File: config.mk
export PLATFORM = sky130hd
export DESIGN_NAME = tick_task_scheduler_table
export DESIGN_NICKNAME = d
export VERILOG_FILES = /design/src/hw/rtl/tts_pkg.sv /design/src/hw/rtl/tts_ctrl.sv /design/src/hw/rtl/tts_datapath.sv /design/src/hw/rtl/tick_task_scheduler_table.sv
export SDC_FILE = /design/constraint.sdc
export NUM_CORES = 1
export LEC_CHECK = 0
export ABC_AREA = 1
export BUFFER_PORTS_ARGS = -buffer_cell sky130_fd_sc_hd__buf_2
export CAP_MARGIN = 25
export CORE_MARGIN = 1.5
export CORE_UTILIZATION = 50
export CTS_CLUSTER_DIAMETER = 30
export DETAILED_ROUTE_END_ITERATION = 16
export PLACE_DENSITY_LB_ADDON = 0.15
export SLEW_MARGIN = 20
export SYNTH_ARGS = -nofsm -noshare
export SYNTH_HDL_FRONTEND = slang
export SYNTH_SLANG_ARGS = --single-unit
export TNS_END_PERCENT = 100
File: constraint.sdc
create_clock -name clk -period 6.6 [get_ports clk]
set_input_delay 0.33 -clock clk [delete_from_list [all_inputs] [get_ports clk]]
set_output_delay 0.33 -clock clk [all_outputs]
set_load 0.01 [all_outputs]
File: src/hw/rtl/tts_pkg.sv
// shared types and constants for the tick task scheduler table
`timescale 1ns / 1ps

package tts_pkg;

    // request codes
    localparam logic [1:0] REQ_ADD      = 2'd0;
    localparam logic [1:0] REQ_DELETE   = 2'd1;
    localparam logic [1:0] REQ_TICK     = 2'd2;
    localparam logic [1:0] REQ_DISPATCH = 2'd3;

    // result kinds
    localparam logic [2:0] KIND_ADDED   = 3'd0;
    localparam logic [2:0] KIND_FULL    = 3'd1;
    localparam logic [2:0] KIND_DELETED = 3'd2;
    localparam logic [2:0] KIND_TICK    = 3'd3;
    localparam logic [2:0] KIND_RUN     = 3'd4;
    localparam logic [2:0] KIND_NONE    = 3'd5;

    // run results per dispatch and the width of their count
    localparam int MAX_RESULTS = 8;
    localparam int RUN_CNT_W   = $clog2(MAX_RESULTS + 1);

    localparam logic [7:0] PENDING_MAX = 8'hFF;

    // input beat
    typedef struct packed {
        logic [1:0]  req_type;
        logic [15:0] task_id;
        logic [15:0] start_delay;
        logic [15:0] repeat_period;
        logic [2:0]  slot_index;
    } req_t;

    // result beat
    typedef struct packed {
        logic [2:0]  result_kind;
        logic [2:0]  slot_out;
        logic [15:0] run_task_id;
        logic        last_result;
    } res_t;

    // one task slot
    typedef struct packed {
        logic [15:0] task_id;
        logic [15:0] delay;
        logic [15:0] period;
        logic [7:0]  pending;
    } entry_t;

    // controller to datapath
    typedef struct packed {
        logic load;
        logic rd_en;
        logic proc;
        logic fin;
    } cmd_t;

    // datapath to controller
    typedef struct packed {
        logic stop;
    } status_t;

    typedef enum logic [1:0] {
        ST_IDLE,
        ST_WALK,
        ST_FINISH
    } state_t;

endpackage

File: src/hw/rtl/tts_ctrl.sv
// controller: walks the slot table one slot per cycle
`timescale 1ns / 1ps

module tts_ctrl #(
    parameter  int MAX_TASKS = 8,
    localparam int SW        = (MAX_TASKS > 1) ? $clog2(MAX_TASKS) : 1
) (
    input  logic                 clk,
    input  logic                 rst_n,
    input  logic                 start,
    input  logic [1:0]           op,
    input  tts_pkg::status_t     status,
    output tts_pkg::cmd_t        cmd,
    output logic [SW-1:0]        rd_addr,
    output logic                 busy
);

    localparam int CW = $clog2(MAX_TASKS + 1);

    tts_pkg::state_t state_reg, state_next;
    logic [CW-1:0]   cnt_reg, cnt_next;

    // state and slot counter
    always_ff @(posedge clk or negedge rst_n)
    begin
        if (!rst_n)
        begin
            state_reg <= tts_pkg::ST_IDLE;
            cnt_reg   <= '0;
        end
        else
        begin
            state_reg <= state_next;
            cnt_reg   <= cnt_next;
        end
    end

    // next state and commands
    always_comb
    begin
        state_next = state_reg;
        cnt_next   = cnt_reg;
        cmd        = '0;
        rd_addr    = cnt_reg[SW-1:0];
        busy       = 1'b1;
        case (state_reg)
            tts_pkg::ST_IDLE:
            begin
                busy = 1'b0;
                if (start)
                begin
                    cmd.load = 1'b1;
                    if (op != tts_pkg::REQ_DELETE)
                    begin
                        cmd.rd_en  = 1'b1;
                        rd_addr    = '0;
                        cnt_next   = CW'(1);
                        state_next = tts_pkg::ST_WALK;
                    end
                end
            end
            tts_pkg::ST_WALK:
            begin
                cmd.proc = 1'b1;
                if (status.stop || cnt_reg == CW'(MAX_TASKS))
                begin
                    state_next = tts_pkg::ST_FINISH;
                end
                else
                begin
                    cmd.rd_en = 1'b1;
                    cnt_next  = cnt_reg + CW'(1);
                end
            end
            tts_pkg::ST_FINISH:
            begin
                cmd.fin    = 1'b1;
                state_next = tts_pkg::ST_IDLE;
            end
            default:
            begin
                state_next = tts_pkg::ST_IDLE;
            end
        endcase
    end

endmodule

File: src/hw/rtl/tts_datapath.sv
// datapath: slot memory, per-slot update and result register
`timescale 1ns / 1ps

module tts_datapath #(
    parameter  int MAX_TASKS = 8,
    localparam int SW        = (MAX_TASKS > 1) ? $clog2(MAX_TASKS) : 1
) (
    input  logic                 clk,
    input  logic                 rst_n,
    input  tts_pkg::req_t        request,
    input  tts_pkg::cmd_t        cmd,
    input  logic [SW-1:0]        rd_addr,
    output tts_pkg::status_t     status,
    output logic                 strobe,
    output tts_pkg::res_t        result
);

    tts_pkg::entry_t mem [MAX_TASKS];
    logic [MAX_TASKS-1:0] valid_reg, valid_next;

    tts_pkg::req_t   req_reg;
    tts_pkg::entry_t rd_data_reg;
    logic            rd_vld_reg;
    logic [SW-1:0]   proc_addr_reg;

    tts_pkg::res_t   held_reg, held_next;
    logic            held_vld_reg, held_vld_next;
    logic [tts_pkg::RUN_CNT_W-1:0] run_cnt_reg, run_cnt_next;

    tts_pkg::res_t   out_reg, out_next;
    logic            strobe_reg, strobe_next;

    logic            mem_we;
    tts_pkg::entry_t mem_wd;
    tts_pkg::entry_t cur;
    logic            occ;
    logic            ready;

    // latched request
    always_ff @(posedge clk)
    begin
        if (cmd.load)
        begin
            req_reg <= request;
        end
    end

    // slot memory, one write and one registered read port
    always_ff @(posedge clk)
    begin
        if (mem_we)
        begin
            mem[proc_addr_reg] <= mem_wd;
        end
        if (cmd.rd_en)
        begin
            rd_data_reg   <= mem[rd_addr];
            proc_addr_reg <= rd_addr;
        end
    end

    // control registers
    always_ff @(posedge clk or negedge rst_n)
    begin
        if (!rst_n)
        begin
            valid_reg    <= '0;
            rd_vld_reg   <= 1'b0;
            held_vld_reg <= 1'b0;
            run_cnt_reg  <= '0;
            strobe_reg   <= 1'b0;
        end
        else
        begin
            valid_reg    <= valid_next;
            if (cmd.rd_en)
            begin
                rd_vld_reg <= valid_reg[rd_addr];
            end
            held_vld_reg <= held_vld_next;
            run_cnt_reg  <= run_cnt_next;
            strobe_reg   <= strobe_next;
        end
    end

    // result payload
    always_ff @(posedge clk)
    begin
        held_reg <= held_next;
        out_reg  <= out_next;
    end

    // slot under processing; a slot never written reads as empty
    always_comb
    begin
        cur   = rd_vld_reg ? rd_data_reg : '0;
        occ   = (cur.task_id != 16'd0);
        ready = occ && (cur.pending != 8'd0);
    end

    // per-slot update and result sequencing
    always_comb
    begin
        valid_next    = valid_reg;
        mem_we        = 1'b0;
        mem_wd        = cur;
        held_next     = held_reg;
        held_vld_next = held_vld_reg;
        run_cnt_next  = run_cnt_reg;
        out_next      = out_reg;
        strobe_next   = 1'b0;
        status.stop   = 1'b0;

        // new request: clear held result, delete finishes at once
        if (cmd.load)
        begin
            held_vld_next = 1'b0;
            run_cnt_next  = '0;
            if (request.req_type == tts_pkg::REQ_DELETE)
            begin
                if (int'(request.slot_index) < MAX_TASKS)
                begin
                    valid_next[SW'(request.slot_index)] = 1'b0;
                end
                strobe_next          = 1'b1;
                out_next.result_kind = tts_pkg::KIND_DELETED;
                out_next.slot_out    = request.slot_index;
                out_next.run_task_id = 16'd0;
                out_next.last_result = 1'b1;
            end
        end

        // one slot of the walk
        if (cmd.proc)
        begin
            case (req_reg.req_type)
                tts_pkg::REQ_ADD:
                begin
                    if (!occ)
                    begin
                        mem_we                   = 1'b1;
                        mem_wd.task_id           = req_reg.task_id;
                        mem_wd.delay             = req_reg.start_delay;
                        mem_wd.period            = req_reg.repeat_period;
                        mem_wd.pending           = 8'd0;
                        valid_next[proc_addr_reg] = 1'b1;
                        held_vld_next            = 1'b1;
                        held_next.result_kind    = tts_pkg::KIND_ADDED;
                        held_next.slot_out       = 3'(proc_addr_reg);
                        held_next.run_task_id    = 16'd0;
                        held_next.last_result    = 1'b0;
                        status.stop              = 1'b1;
                    end
                end
                tts_pkg::REQ_TICK:
                begin
                    if (occ)
                    begin
                        mem_we = 1'b1;
                        if (cur.delay == 16'd0)
                        begin
                            if (cur.pending != tts_pkg::PENDING_MAX)
                            begin
                                mem_wd.pending = cur.pending + 8'd1;
                            end
                            if (cur.period != 16'd0)
                            begin
                                mem_wd.delay = cur.period - 16'd1;
                            end
                        end
                        else
                        begin
                            mem_wd.delay = cur.delay - 16'd1;
                        end
                    end
                end
                tts_pkg::REQ_DISPATCH:
                begin
                    if (ready)
                    begin
                        // one-shot slots leave the table after their run
                        if (cur.period == 16'd0)
                        begin
                            valid_next[proc_addr_reg] = 1'b0;
                        end
                        else
                        begin
                            mem_we         = 1'b1;
                            mem_wd.pending = cur.pending - 8'd1;
                        end
                        // the earlier run is not the last one
                        if (held_vld_reg)
                        begin
                            strobe_next          = 1'b1;
                            out_next             = held_reg;
                            out_next.last_result = 1'b0;
                        end
                        held_vld_next         = 1'b1;
                        held_next.result_kind = tts_pkg::KIND_RUN;
                        held_next.slot_out    = 3'(proc_addr_reg);
                        held_next.run_task_id = cur.task_id;
                        held_next.last_result = 1'b0;
                        run_cnt_next          = run_cnt_reg + tts_pkg::RUN_CNT_W'(1);
                        if (run_cnt_reg == tts_pkg::RUN_CNT_W'(tts_pkg::MAX_RESULTS - 1))
                        begin
                            status.stop = 1'b1;
                        end
                    end
                end
                default:
                begin
                end
            endcase
        end

        // closing beat of the request
        if (cmd.fin)
        begin
            strobe_next          = 1'b1;
            out_next.slot_out    = 3'd0;
            out_next.run_task_id = 16'd0;
            out_next.last_result = 1'b1;
            case (req_reg.req_type)
                tts_pkg::REQ_ADD:
                begin
                    if (held_vld_reg)
                    begin
                        out_next.result_kind = tts_pkg::KIND_ADDED;
                        out_next.slot_out    = held_reg.slot_out;
                    end
                    else
                    begin
                        out_next.result_kind = tts_pkg::KIND_FULL;
                    end
                end
                tts_pkg::REQ_DISPATCH:
                begin
                    if (held_vld_reg)
                    begin
                        out_next             = held_reg;
                        out_next.last_result = 1'b1;
                    end
                    else
                    begin
                        out_next.result_kind = tts_pkg::KIND_NONE;
                    end
                end
                default:
                begin
                    out_next.result_kind = tts_pkg::KIND_TICK;
                end
            endcase
        end
    end

    assign strobe = strobe_reg;
    assign result = out_reg;

endmodule

File: src/hw/rtl/tick_task_scheduler_table.sv
// top level of the tick task scheduler table
//
//   channel   ports                   handshake
//   request   start, busy, request    beat taken when start is high and busy is low
//   result    strobe, result          beat shown for one cycle, always taken
//
// delete: the result beat follows the accept edge and busy stays low.
// add, tick, dispatch: the controller reads one slot a cycle from the slot memory;
// add stops at the first free slot, dispatch after its eighth run beat.
// reset clears the slot valid bits at once; there is no clearing pass.
// results cannot be held off; run beats of a dispatch come out as the walk finds them.
`timescale 1ns / 1ps

module tick_task_scheduler_table #(
    parameter int MAX_TASKS = 8
) (
    input  logic           clk,
    input  logic           rst_n,
    input  logic           start,
    output logic           busy,
    input  tts_pkg::req_t  request,
    output logic           strobe,
    output tts_pkg::res_t  result
);

    localparam int SW = (MAX_TASKS > 1) ? $clog2(MAX_TASKS) : 1;

    tts_pkg::cmd_t    cmd;
    tts_pkg::status_t status;
    logic [SW-1:0]    rd_addr;

    // controller
    tts_ctrl #(
        .MAX_TASKS (MAX_TASKS)
    ) u_ctrl (
        .clk     (clk),
        .rst_n   (rst_n),
        .start   (start),
        .op      (request.req_type),
        .status  (status),
        .cmd     (cmd),
        .rd_addr (rd_addr),
        .busy    (busy)
    );

    // datapath
    tts_datapath #(
        .MAX_TASKS (MAX_TASKS)
    ) u_datapath (
        .clk     (clk),
        .rst_n   (rst_n),
        .request (request),
        .cmd     (cmd),
        .rd_addr (rd_addr),
        .status  (status),
        .strobe  (strobe),
        .result  (result)
    );

endmodule

==> results.py, run 1 <==
metrics = {
    "status": {
        "status": "finished clean",
    },
    "power": {
        "switching_power_mw": 6.13,
        "leakagePower_nw": 11.9,
        "power_density_mw_per_mm2": 541,
        "max-vdd-ir-drop_mv": 0.345,
        "switching_share": 0.357,
        "pwr-share-comb": 0.300,
        "seqPwrFrac": 0.345,
        "p_clk_frac": 0.355,
        "p_int_mw": 11.0,
    },
    "yosys": {
        "avgSynthCellArea_sq_um": 12.0,
        "synth_cell_type_count": 45,
        "synth-async-reset-ratio": 0.0338,
        "syn_area_sq_mm": 0.0259,
        "syn_inst": 2169,
        "synth-edff-count": 577,
        "ys_warn_count": 0,
        "synth_nets": 2239,
        "ys.flop_type": "edfxtp_1",
        "yosysSeqAreaShare": 0.706,
        "ys_ff_latch": 621,
    },
    "job": {
        "drv_cap": 0,
    },
    "timing": {
        "rsz0062_at_grt": "false",
        "finalSetupViolCount": 0,
        "tightest_slew_ns": 1.08,
        "fin_setup_tns_ns": 0,
        "timing.final.max_slew_violations": 0,
        "final.period_utilization": 0.669,
        "period_needed_ns": 4.42,
        "maxSlewHeadroom": 0.271,
        "fin_skew_ns": 0.0429,
        "max_freq_mhz": 226,
        "hold_violations": 0,
    },
    "cts": {
        "cts_tree": "built",
        "cts_buffer_depth": 3,
        "h-tree-depth": 3,
        "clk_pin_slew_worst_paths_ns": 0.05,
        "root_buffer": "clkbuf_16",
        "cts_made_buffers": 118,
        "insertion_delay_ns": 0.68,
        "post_cts_buffers": 0,
        "cts_sinks": 621,
    },
    "die": {
        "die_area_sq_mm": 0.0533,
        "initial_core_util": 0.506,
        "rows": 83,
        "core_sq_mm": 0.0513,
        "pin_count": 81,
        "die_width_microns": 231,
        "die_h_microns": 231,
    },
    "worst_setup_path": {
        "worstSetupEndpoint": "u_datapath.mem[7][15]$_DFFE_PP_",
        "startpoint_type": "flip-flop",
        "cp_max_fo": 46,
        "cp_data_arrival_time_ns": 4.71,
        "r2r-start": "u_datapath.rd_vld_reg$_DFFE_PN0P_",
        "crit_type": "flip-flop to flip-flop",
        "startpoint": "u_datapath.rd_vld_reg$_DFFE_PN0P_",
        "required_ns": 6.89,
        "rrSetupSlack_ns": 2.18,
        "worstReg2RegEnd": "u_datapath.mem[7][15]$_DFFE_PP_",
        "ff2ff_path_depth": 10,
        "endpoint_kind": "flip-flop",
    },
    "placed_design": {
        "place_area_sq_mm": 0.0271,
        "dp_hpwl_microns": 39200,
        "io_buffers": 80,
        "gp_congestion": 0.959,
    },
    "final_layout": {
        "postLayoutCellArea_sq_mm": 0.0317,
        "drive_gt1_frac": 0.154,
        "diodes": 0,
        "final-seq-area_sq_mm": 0.0183,
        "syn2layout_area_growth_pct": 22.3,
        "largest_reg_flops": 448,
        "nNetsFinal": 2409,
        "fill_cells": 4003,
        "multiInputGateArea_sq_mm": 0.00688,
    },
    "drt": {
        "postRouteAntennaNets": 0,
        "initialDrtViolationCount": 1662,
        "vias_per_cell": 5.79,
        "drc": 0,
        "dr.pass1.iters": 6,
        "routed_wl_microns": 67800,
        "avgRoutedWirePerCell_microns": 21.7,
        "vias": 18100,
    },
    "min_path": {
        "hp-class": "input pin to flip-flop",
    },
    "global_route": {
        "grt_pass1_vias": 17800,
        "grt-ovfl-total": 0,
        "grt_usage": 0.257,
        "grt_pass1_wl_microns": 104000,
        "antenna_found_initial": 0,
        "grt_max_degree": 128,
    },
}
[power groups by stage]
stage,logic (mW),registers (mW),clock network (mW)
finish,5.15,5.92,6.10
global route,5.68,5.98,6.36
CTS,5.11,5.92,6.16
detailed placement,5.06,5.98,0
global placement,4.98,5.98,0
floorplan,3.43,5.93,0
[routing by layer]
metal | vias to the layer above | wire length, microns | track usage
li1 | 8313 | - | -
met1 | 8799 | 28600 | 0.350
met2 | 838 | 32200 | 0.411
met3 | 139 | 5300 | 0.0510
met4 | 0 | 1770 | 0.0933
met5 | - | 0 | 0
[synth_stat cells, types with 4 or more instances]
master,number,share of area
a211oi_1,4,0.0012
a21oi_1,85,0.016
a31oi_1,59,0.014
buf_1,20,0.0029
buf_2,30,0.0058
buf_4,5,0.0014
buf_6,5,0.0022
clkbuf_1,52,0.0075
dfrtp_1,21,0.020
dfxtp_1,23,0.018
edfxtp_1,577,0.67
ha_1,14,0.0068
inv_1,77,0.011
inv_2,10,0.0014
nand2_1,582,0.084
nand2_2,20,0.0048
nand2_4,7,0.0030
nand3_1,196,0.038
nand4_1,13,0.0031
nor2_1,109,0.016
nor2_2,9,0.0022
nor3_1,4,0.00077
o211ai_1,10,0.0029
o21ai_0,67,0.013
o21ai_1,12,0.0023
o221ai_1,112,0.038
o22ai_1,6,0.0014
xor2_1,15,0.0051
[how the worst min path moves through the flow]
stage                from                                end  slack, ns  cells after the start
6_report       request[1]  u_datapath.valid_reg[7]$_DFF_PN0_        0.1                      4
5_1_grt        request[1]  u_datapath.valid_reg[7]$_DFF_PN0_       0.13                      4
4_1_cts        request[1]  u_datapath.valid_reg[7]$_DFF_PN0_       0.06                      4
3_5_place_dp        rst_n    u_ctrl.state_reg[1]$_DFFE_PN0P_       0.35                      1
3_3_place_gp        rst_n      u_ctrl.cnt_reg[1]$_DFFE_PN0P_       0.34                      1
2_1_floorplan       rst_n      u_ctrl.cnt_reg[0]$_DFFE_PN0P_       0.03                      0
[critical path, cell delays in order (launching register included)]
cell and delay, ns:
dfrtp_2 0.56, buf_4 0.60, nand2_1 0.43, nand2_1 0.17, nor2_1 0.08, nand3_2 0.10
nand3_1 0.15, nor2_1 0.35, o31ai_4 0.23, nor2_4 0.57, buf_4 0.71
[what timing repair did]
item	in CTS	in global routing
endpoints found under the hold margin	71	0
hold buffers	51	0
gates resized for setup	0	0
[cell type report]
class	instances	area share
Multi-Input combinational cell	1345	0.217
Clock buffer	139	0.0971
Clock inverter	84	0.0325
Timing Repair Buffer	162	0.0389
Tap cell	680	0.0268
Sequential cell	621	0.577
Inverter	91	0.0112
[layout by cell type, fill, tap and decap left out, types with 4 or more instances in the layout]
| cell type | netlist | final |
|---|---|---|
| clkbuf_1 | 52 | 17 |
| o21ai_1 | 12 | 13 |
| clkinv_1 | 3 | 14 |
| nor2_4 | 2 | 11 |
| nor3_1 | 4 | 4 |
| dfrtp_1 | 21 | 20 |
| o21ai_0 | 67 | 66 |
| a31oi_1 | 59 | 59 |
| nand2_4 | 7 | 10 |
| o22ai_1 | 6 | 6 |
| a21oi_1 | 85 | 85 |
| inv_2 | 10 | 9 |
| nor2_2 | 9 | 9 |
| clkinv_4 | 0 | 9 |
| nand4_1 | 13 | 13 |
| bufinv_16 | 0 | 19 |
| clkbuf_16 | 0 | 119 |
| edfxtp_1 | 577 | 577 |
| xor2_1 | 15 | 15 |
| o211ai_1 | 10 | 10 |
| inv_1 | 77 | 76 |
| o221ai_1 | 112 | 112 |
| nand3_1 | 196 | 196 |
| clkinv_2 | 0 | 22 |
| nand2_1 | 582 | 580 |
| buf_2 | 30 | 82 |
| clkinvlp_4 | 0 | 13 |
| inv_6 | 0 | 7 |
| dlygate4sd3_1 | 0 | 51 |
| nor2_1 | 109 | 100 |
| ha_1 | 14 | 14 |
| nand2_2 | 20 | 19 |
| buf_4 | 5 | 23 |
| dfxtp_1 | 23 | 23 |
[through the flow]
stage	instances	utilization	worst slack [ns]	hold slack, ns	total power [mW]
floorplan	2169	-	1.58	0.0344	9.36
global placement	2842	0.526	2.28	0.339	11.0
detailed placement	2846	0.528	2.25	0.350	11.0
CTS	3120	0.618	2.21	0.0616	17.2
global route	3122	0.619	1.90	0.125	18.0
finish	3122	0.619	2.18	0.0968	17.2
[kinds of logic (layout without fill, tap and decap cells)]
| logic type | after synthesis | in the layout | share of synthesized area |
|---|---|---|---|
| and+or+nand+nor | 949 | 949 | 0.156 |
| DFF | 621 | 621 | 0.706 |
| AOI/OAI and AO/OA | 363 | 363 | 0.0923 |
| buffers and inverters | 203 | 476 | 0.0331 |
| xor gates and xnor gates | 18 | 18 | 0.00608 |
| adders and majority gates | 14 | 14 | 0.00675 |
| muxes | 1 | 1 | 0.000386 |
(Power assumes the default switching activity.)
==> inputs of run 2 (changes only) <==
--- a/config.mk
+++ b/config.mk
@@ -5,7 +5,7 @@
 export SDC_FILE = /design/constraint.sdc
 export NUM_CORES = 1
 export LEC_CHECK = 0
-export ABC_AREA = 1
+export ABC_AREA = 0
 export BUFFER_PORTS_ARGS = -buffer_cell sky130_fd_sc_hd__buf_2
 export CAP_MARGIN = 25
 export CORE_MARGIN = 1.5
==> constraint.sdc (replaced) <==
create_clock -name clk -period 4.1 [get_ports clk]
set_input_delay 0.205 -clock clk [delete_from_list [all_inputs] [get_ports clk]]
set_output_delay 0.205 -clock clk [all_outputs]
set_load 0.01 [all_outputs]
==> results.py, run 2 <==
metrics = {
    "cts": {
        "cts_sinks": 621,
        "cts_made_buffers": 114,
        "clk_pin_slew_worst_paths_ns": 0.05,
        "root_buffer": "clkbuf_16",
        "cts_tree": "built",
        "insertion_delay_ns": 0.67,
        "h-tree-depth": 3,
        "cts_buffer_depth": 3,
        "ctsResizeCount": 0,
    },
    "worst_setup_path": {
        "crit_slowest_cell": "nor4_1",
        "required_ns": 4.41,
        "startpoint": "u_datapath.rd_data_reg[48]$_DFFE_PP_",
        "cp_max_fo": 12,
        "startpoint_type": "flip-flop",
        "r2r-start": "u_datapath.rd_data_reg[48]$_DFFE_PP_",
        "endpoint_kind": "flip-flop",
        "worst_path_most_repeated_cell": "nand2_1",
        "cp_cell_sequence": "nor4_1, a41o_1, nand2_1, nor2_4, buf_4, nand2_1, o21ai_0",
        "cp_data_arrival_time_ns": 3.76,
        "cp_num_buf_inv": 1,
        "critPathMaxStageDelay_ns": 0.68,
        "cp_top_family": "simple AND/OR/NAND/NOR gates",
        "crit_type": "flip-flop to flip-flop",
    },
    "min_path": {
        "hp-class": "input pin to asynchronous set/reset pin",
    },
    "power": {
        "power_density_mw_per_mm2": 840,
        "leakagePower_nw": 11.3,
        "max-vdd-ir-drop_mv": 0.490,
        "finalPower_mw": 26.7,
    },
    "timing": {
        "fin_setup_tns_ns": 0,
        "maxSlewHeadroom": 0.305,
        "final.period_utilization": 0.843,
        "tightest_slew_ns": 1.03,
        "fin_skew_ns": 0.0213,
        "period_needed_ns": 3.45,
        "rsz0062_at_grt": "false",
        "setup_ws_ns": 0.646,
        "max_freq_mhz": 289,
        "timing.final.max_slew_violations": 0,
        "hold_violations": 0,
        "finalSetupViolCount": 0,
    },
    "yosys": {
        "synth-xor-area-share": 0.00374,
        "synth-edff-count": 577,
        "syn_area_sq_mm": 0.0258,
        "ys.flop_type": "edfxtp_1",
        "ys_ff_latch": 621,
        "synth_common_cells": "edfxtp_1 (577), nand2_1 (247), clkbuf_1 (89), o21ai_0 (88), a22o_1 (75)",
        "synth-async-reset-ratio": 0.0338,
        "synth_nets": 1891,
        "syn_inst": 1821,
        "synth.most_common_cell": "edfxtp_1",
        "yosysTopAreaCell": "edfxtp_1",
        "synth-compound-area-share": 0.146,
        "synth_area_leaders": "edfxtp_1 (67%), nand2_1 (3.6%), a22o_1 (2.6%)",
        "synthAdderAreaFrac": 0.00680,
        "yosysSeqAreaShare": 0.711,
        "synth_cell_type_count": 86,
        "synth_top_family_by_area": "compound AO/OA/AOI/OAI gates",
        "synth_mux_area_frac": 0.0147,
        "avgSynthCellArea_sq_um": 14.1,
        "yosys.area_share.simple": 0.0947,
        "synth_top_area_frac": 0.673,
        "ys_warn_count": 0,
    },
    "drt": {
        "initialDrtViolationCount": 1879,
        "vias_per_cell": 6.28,
        "routed_wl_microns": 72000,
        "avgRoutedWirePerCell_microns": 25.8,
        "dr.pass1.iters": 6,
        "vias": 17500,
        "drc": 0,
        "postRouteAntennaNets": 0,
    },
    "placed_design": {
        "io_buffers": 80,
        "pre_cts_ws_ns": 0.665,
        "gp_congestion": 0.920,
        "dp_hpwl_microns": 42200,
        "place_area_sq_mm": 0.0273,
    },
    "die": {
        "die_width_microns": 230,
        "pin_count": 81,
        "initial_core_util": 0.510,
        "die_h_microns": 230,
        "core_sq_mm": 0.0505,
        "rows": 82,
        "die_area_sq_mm": 0.0529,
    },
    "global_route": {
        "antenna_found_initial": 0,
        "grt_pass1_wl_microns": 107000,
        "grt_pass1_vias": 17100,
        "grt_max_degree": 114,
        "grt-ovfl-total": 0,
        "grt_usage": 0.271,
    },
    "final_layout": {
        "largest_reg_flops": 448,
        "final_cell_mix": "edfxtp_1 (577), nand2_1 (244), clkbuf_16 (118), o21ai_0 (88), buf_2 (81)",
        "postLayoutCellArea_sq_mm": 0.0318,
        "drive_gt1_frac": 0.186,
        "utilization": 0.631,
        "nNetsFinal": 2087,
        "final_common_cell": "edfxtp_1",
        "diodes": 0,
        "syn2layout_area_growth_pct": 23.6,
        "fill_cells": 3701,
    },
    "job": {
        "drv_cap": 0,
    },
    "status": {
        "status": "finished clean",
    },
}
-- run 2: cell types whose count changed in the layout (fill, tap and decap cells not counted), moves of 44 or more --
cell | before | now
a211oi_1 | 3 | 48
a21oi_1 | 85 | 26
a222oi_1 | 0 | 44
a22o_1 | 0 | 75
a311o_1 | 0 | 48
and2_1 | 0 | 46
inv_1 | 76 | 14
nand2_1 | 580 | 244
nand3_1 | 196 | 49
nor2_1 | 100 | 51
o221ai_1 | 112 | 3
-- run 2: final cells by class --
class                   count  area, sq um  area share
flip-flops and latches    621        18300       0.575
multi-input cells        1058         6970       0.219
clock buffers             141         3090      0.0970
repair buffers            204         1650      0.0519
clock inverters            72          903      0.0284
well taps                 672          841      0.0264
inverters                  18         70.1     0.00220
-- run 2: power by group --
group / internal (mW) / switching (mW)
Sequential: 8.92 / 0.857
Combinational: 2.37 / 5.10
Clock: 6.27 / 3.22
-- run 2: worst paths after layout --
path	to	slack, ns	depth (start not counted)
max	u_datapath.mem[6][9]$_DFFE_PP_	0.65	7
max reg2reg	u_datapath.mem[6][9]$_DFFE_PP_	0.65	7
min	u_datapath.strobe$_DFF_PN0_	0.07	2
min in group clk	u_datapath.req_reg[42]$_DFFE_PP_	0.24	2
max in group asynchronous	u_ctrl.cnt_reg[2]$_DFFE_PN0P_	3.60	2
min reg2reg	u_datapath.result[6]$_DFF_P_	0.45	1
-- run 2: stage by stage --
step                      instances  hold WS [ns]
after floorplan                1821       -0.0906
after global placement         2517         0.226
after detailed placement       2518         0.229
after CTS                      2785        0.0640
after global routing           2786        0.0993
final                          2786        0.0727
-- run 2: what timing repair did --
item,CTS,global route
hold endpoints to repair,74,0
buffers inserted,0,0
hold buffers,54,0
endpoints found under the setup margin,0,0
-- run 2: worst reg2reg max path, delay by kind of cell (launching register included) --
kind / cells / cell delay, ns
simple gates: 4 / 1.47
flops: 1 / 0.40
compound gates: 2 / 0.95
buf+inv: 1 / 0.28
-- run 2: per-layer routing --
layer / vias to the layer above / wire [microns] / GRT usage
met5: - / 0 / 0
met4: 0 / 1650 / 0.0848
met3: 111 / 5730 / 0.0530
met2: 872 / 34400 / 0.438
met1: 8814 / 30200 / 0.373
li1: 7710 / - / -
-- run 2: kinds of logic (layout without fill, tap and decap cells) --
kind of cell,after synthesis,after routing
xor gates and xnor gates,11,11
AOI/OAI and AO/OA,478,478
DFF,621,621
and+or+nand+nor,519,519
muxes,36,36
adders and majority gates,14,14
buffers and inverters,142,435
==> inputs of run 3 (changes only) <==
--- a/config.mk
+++ b/config.mk
@@ -5,7 +5,7 @@
 export SDC_FILE = /design/constraint.sdc
 export NUM_CORES = 1
 export LEC_CHECK = 0
-export ABC_AREA = 0
+export ABC_AREA = 1
 export BUFFER_PORTS_ARGS = -buffer_cell sky130_fd_sc_hd__buf_2
 export CAP_MARGIN = 25
 export CORE_MARGIN = 1.5
==> constraint.sdc (replaced) <==
create_clock -name clk -period 3 [get_ports clk]
set_input_delay 0.15 -clock clk [delete_from_list [all_inputs] [get_ports clk]]
set_output_delay 0.15 -clock clk [all_outputs]
set_load 0.01 [all_outputs]
==> results.py, run 3 (synthesis gave the netlist of run 1 again) <==
metrics = {
    "status": {
        "status": "finished clean",
    },
    "global_route": {
        "grt-ovfl-total": 0,
        "grtUsageMet2": 0.419,
        "grt_usage": 0.263,
        "grt_pass1_vias": 18000,
        "antenna_found_initial": 1,
        "use_met1": 0.362,
        "grt_pass1_wl_microns": 106000,
        "grt_max_degree": 114,
        "grt-busiest-layer": "met2",
        "use_met3": 0.0516,
    },
    "drt": {
        "initialDrtViolationCount": 1610,
        "drc": 0,
        "routed_wl_microns": 69800,
        "dr.pass1.iters": 5,
        "postRouteAntennaNets": 0,
        "vias": 18200,
        "avgRoutedWirePerCell_microns": 21.8,
        "vias_per_cell": 5.69,
    },
    "worst_setup_path": {
        "cp_cell_sequence": "buf_12, buf_12, nand2_1, nand2_2, nor2_2, nand2_2, nor2_8, buf_4, inv_4, nand2_2, o22ai_1, nand2_1, nand3_1, nand2_1, nand2_1",
        "crit_type": "flip-flop to flip-flop",
        "cp_max_fo": 23,
        "worst_path_most_repeated_cell": "nand2_1",
        "required_ns": 3.32,
        "cp_data_arrival_time_ns": 3.19,
        "startpoint_type": "flip-flop",
        "endpoint_kind": "flip-flop",
        "crit_slowest_cell": "dfrtp_4",
        "critPathMaxStageDelay_ns": 0.58,
    },
    "timing": {
        "hold_violations": 0,
        "fin_skew_ns": 0.0337,
        "rsz0062_at_grt": "false",
        "max_freq_mhz": 348,
        "maxSlewHeadroom": 0.299,
        "tightest_slew_ns": 1.04,
        "fin_setup_tns_ns": 0,
        "finalSetupViolCount": 0,
        "setup_ws_ns": 0.128,
        "holdWs_ns": 0.0113,
        "timing.final.max_slew_violations": 0,
        "final.period_utilization": 0.957,
        "period_needed_ns": 2.87,
    },
    "placed_design": {
        "place_area_sq_mm": 0.0280,
        "placed_cells": 2926,
        "gp_congestion": 0.902,
        "io_buffers": 80,
        "dp_hpwl_microns": 42800,
        "pre_cts_ws_ns": -0.0598,
    },
    "job": {
        "drv_cap": 0,
    },
    "die": {
        "pin_count": 81,
        "core_sq_mm": 0.0513,
        "die_area_sq_mm": 0.0533,
        "die_width_microns": 231,
        "initial_core_util": 0.506,
        "rows": 83,
        "die_h_microns": 231,
    },
    "final_layout": {
        "layout.cells.non_filler": 3204,
        "largest_reg_flops": 448,
        "nNetsFinal": 2491,
        "drive_gt1_frac": 0.187,
        "final_common_cell": "edfxtp_1",
        "fill_cells": 3909,
        "diodes": 0,
        "syn2layout_area_growth_pct": 26.0,
        "postLayoutCellArea_sq_mm": 0.0327,
        "final_cell_mix": "edfxtp_1 (577), nand2_1 (573), nand3_1 (193), clkbuf_16 (118), o221ai_1 (112)",
        "utilization": 0.637,
    },
    "cts": {
        "cts_tree": "built",
        "clk_pin_slew_worst_paths_ns": 0.05,
        "cts_made_buffers": 118,
        "cts_buffer_depth": 3,
        "h-tree-depth": 3,
        "root_buffer": "clkbuf_16",
        "cts_sinks": 621,
        "insertion_delay_ns": 0.68,
    },
    "power": {
        "power_density_mw_per_mm2": 1190,
        "max-vdd-ir-drop_mv": 0.729,
        "finalPower_mw": 38.8,
        "leakagePower_nw": 12.4,
    },
    "min_path": {
        "hp-class": "input pin to asynchronous set/reset pin",
    },
}
-- run 3: cell count changes in the layout (fill, tap and decap cells not counted), moves of 48 or more --
cell,previous run,this run
nand2_1,244,573
a21oi_1,26,83
nor2_1,51,100
inv_1,14,76
a311o_1,48,0
o221ai_1,3,112
a22o_1,75,0
nand3_1,49,193
-- run 3: path summary, 6_finish.rpt --
path                       cells after the start                                  from                             endpoint  slack (ns)
max                                           15     u_datapath.rd_vld_reg$_DFFE_PN0P_      u_datapath.mem[1][27]$_DFFE_PP_        0.13
min                                            2                                 rst_n  u_datapath.run_cnt_reg[2]$_DFF_PN0_        0.01
max reg2reg                                   15     u_datapath.rd_vld_reg$_DFFE_PN0P_      u_datapath.mem[1][27]$_DFFE_PP_        0.13
min reg2reg                                    2  u_datapath.held_reg[8]$_SDFFCE_PN0P_         u_datapath.result[8]$_DFF_P_        0.43
max in group asynchronous                      2                                 rst_n    u_datapath.rd_vld_reg$_DFFE_PN0P_        2.56
min in group clk                               5                            request[2]    u_datapath.valid_reg[3]$_DFF_PN0_        0.04
-- run 3: layout make-up --
type | count | area (sq um) | area share
Clock buffer | 129 | 2990 | 0.0916
Clock inverter | 94 | 1080 | 0.0329
Inverter | 91 | 354 | 0.0108
Multi-Input combinational cell | 1345 | 6920 | 0.212
Sequential cell | 621 | 18300 | 0.560
Tap cell | 680 | 851 | 0.0260
Timing Repair Buffer | 244 | 2190 | 0.0669
-- run 3: report_power, final --
part / internal, mW / switching, mW / leakage, nW
registers: 12.3 / 0.698 / 5.84
logic: 3.84 / 8.76 / 4.62
clock network: 8.63 / 4.55 / 1.98
-- run 3: what timing repair did --
action                                 4_1_cts  5_1_grt
hold buffers                                53        0
endpoints found under the hold margin       75        0
resized for setup                            1       13
pin swaps                                    1        0
setup endpoints to repair                  200      106
buffers inserted                             1        0
-- run 3: worst max-delay path: cells and delay by family, from the launching register on --
kind                   cells  cell delay, ns
AND/OR/NAND/NOR           10            1.14
buffers and inverters      4            0.71
flip-flops                 1            0.58
AO/OA/AOI/OAI              1            0.08
-- run 3: per-layer routing --
metal,routed length (microns),vias to the layer above
li1,-,8467
met1,30300,8935
met2,32700,687
met3,4670,133
met4,2060,2
met5,12,-
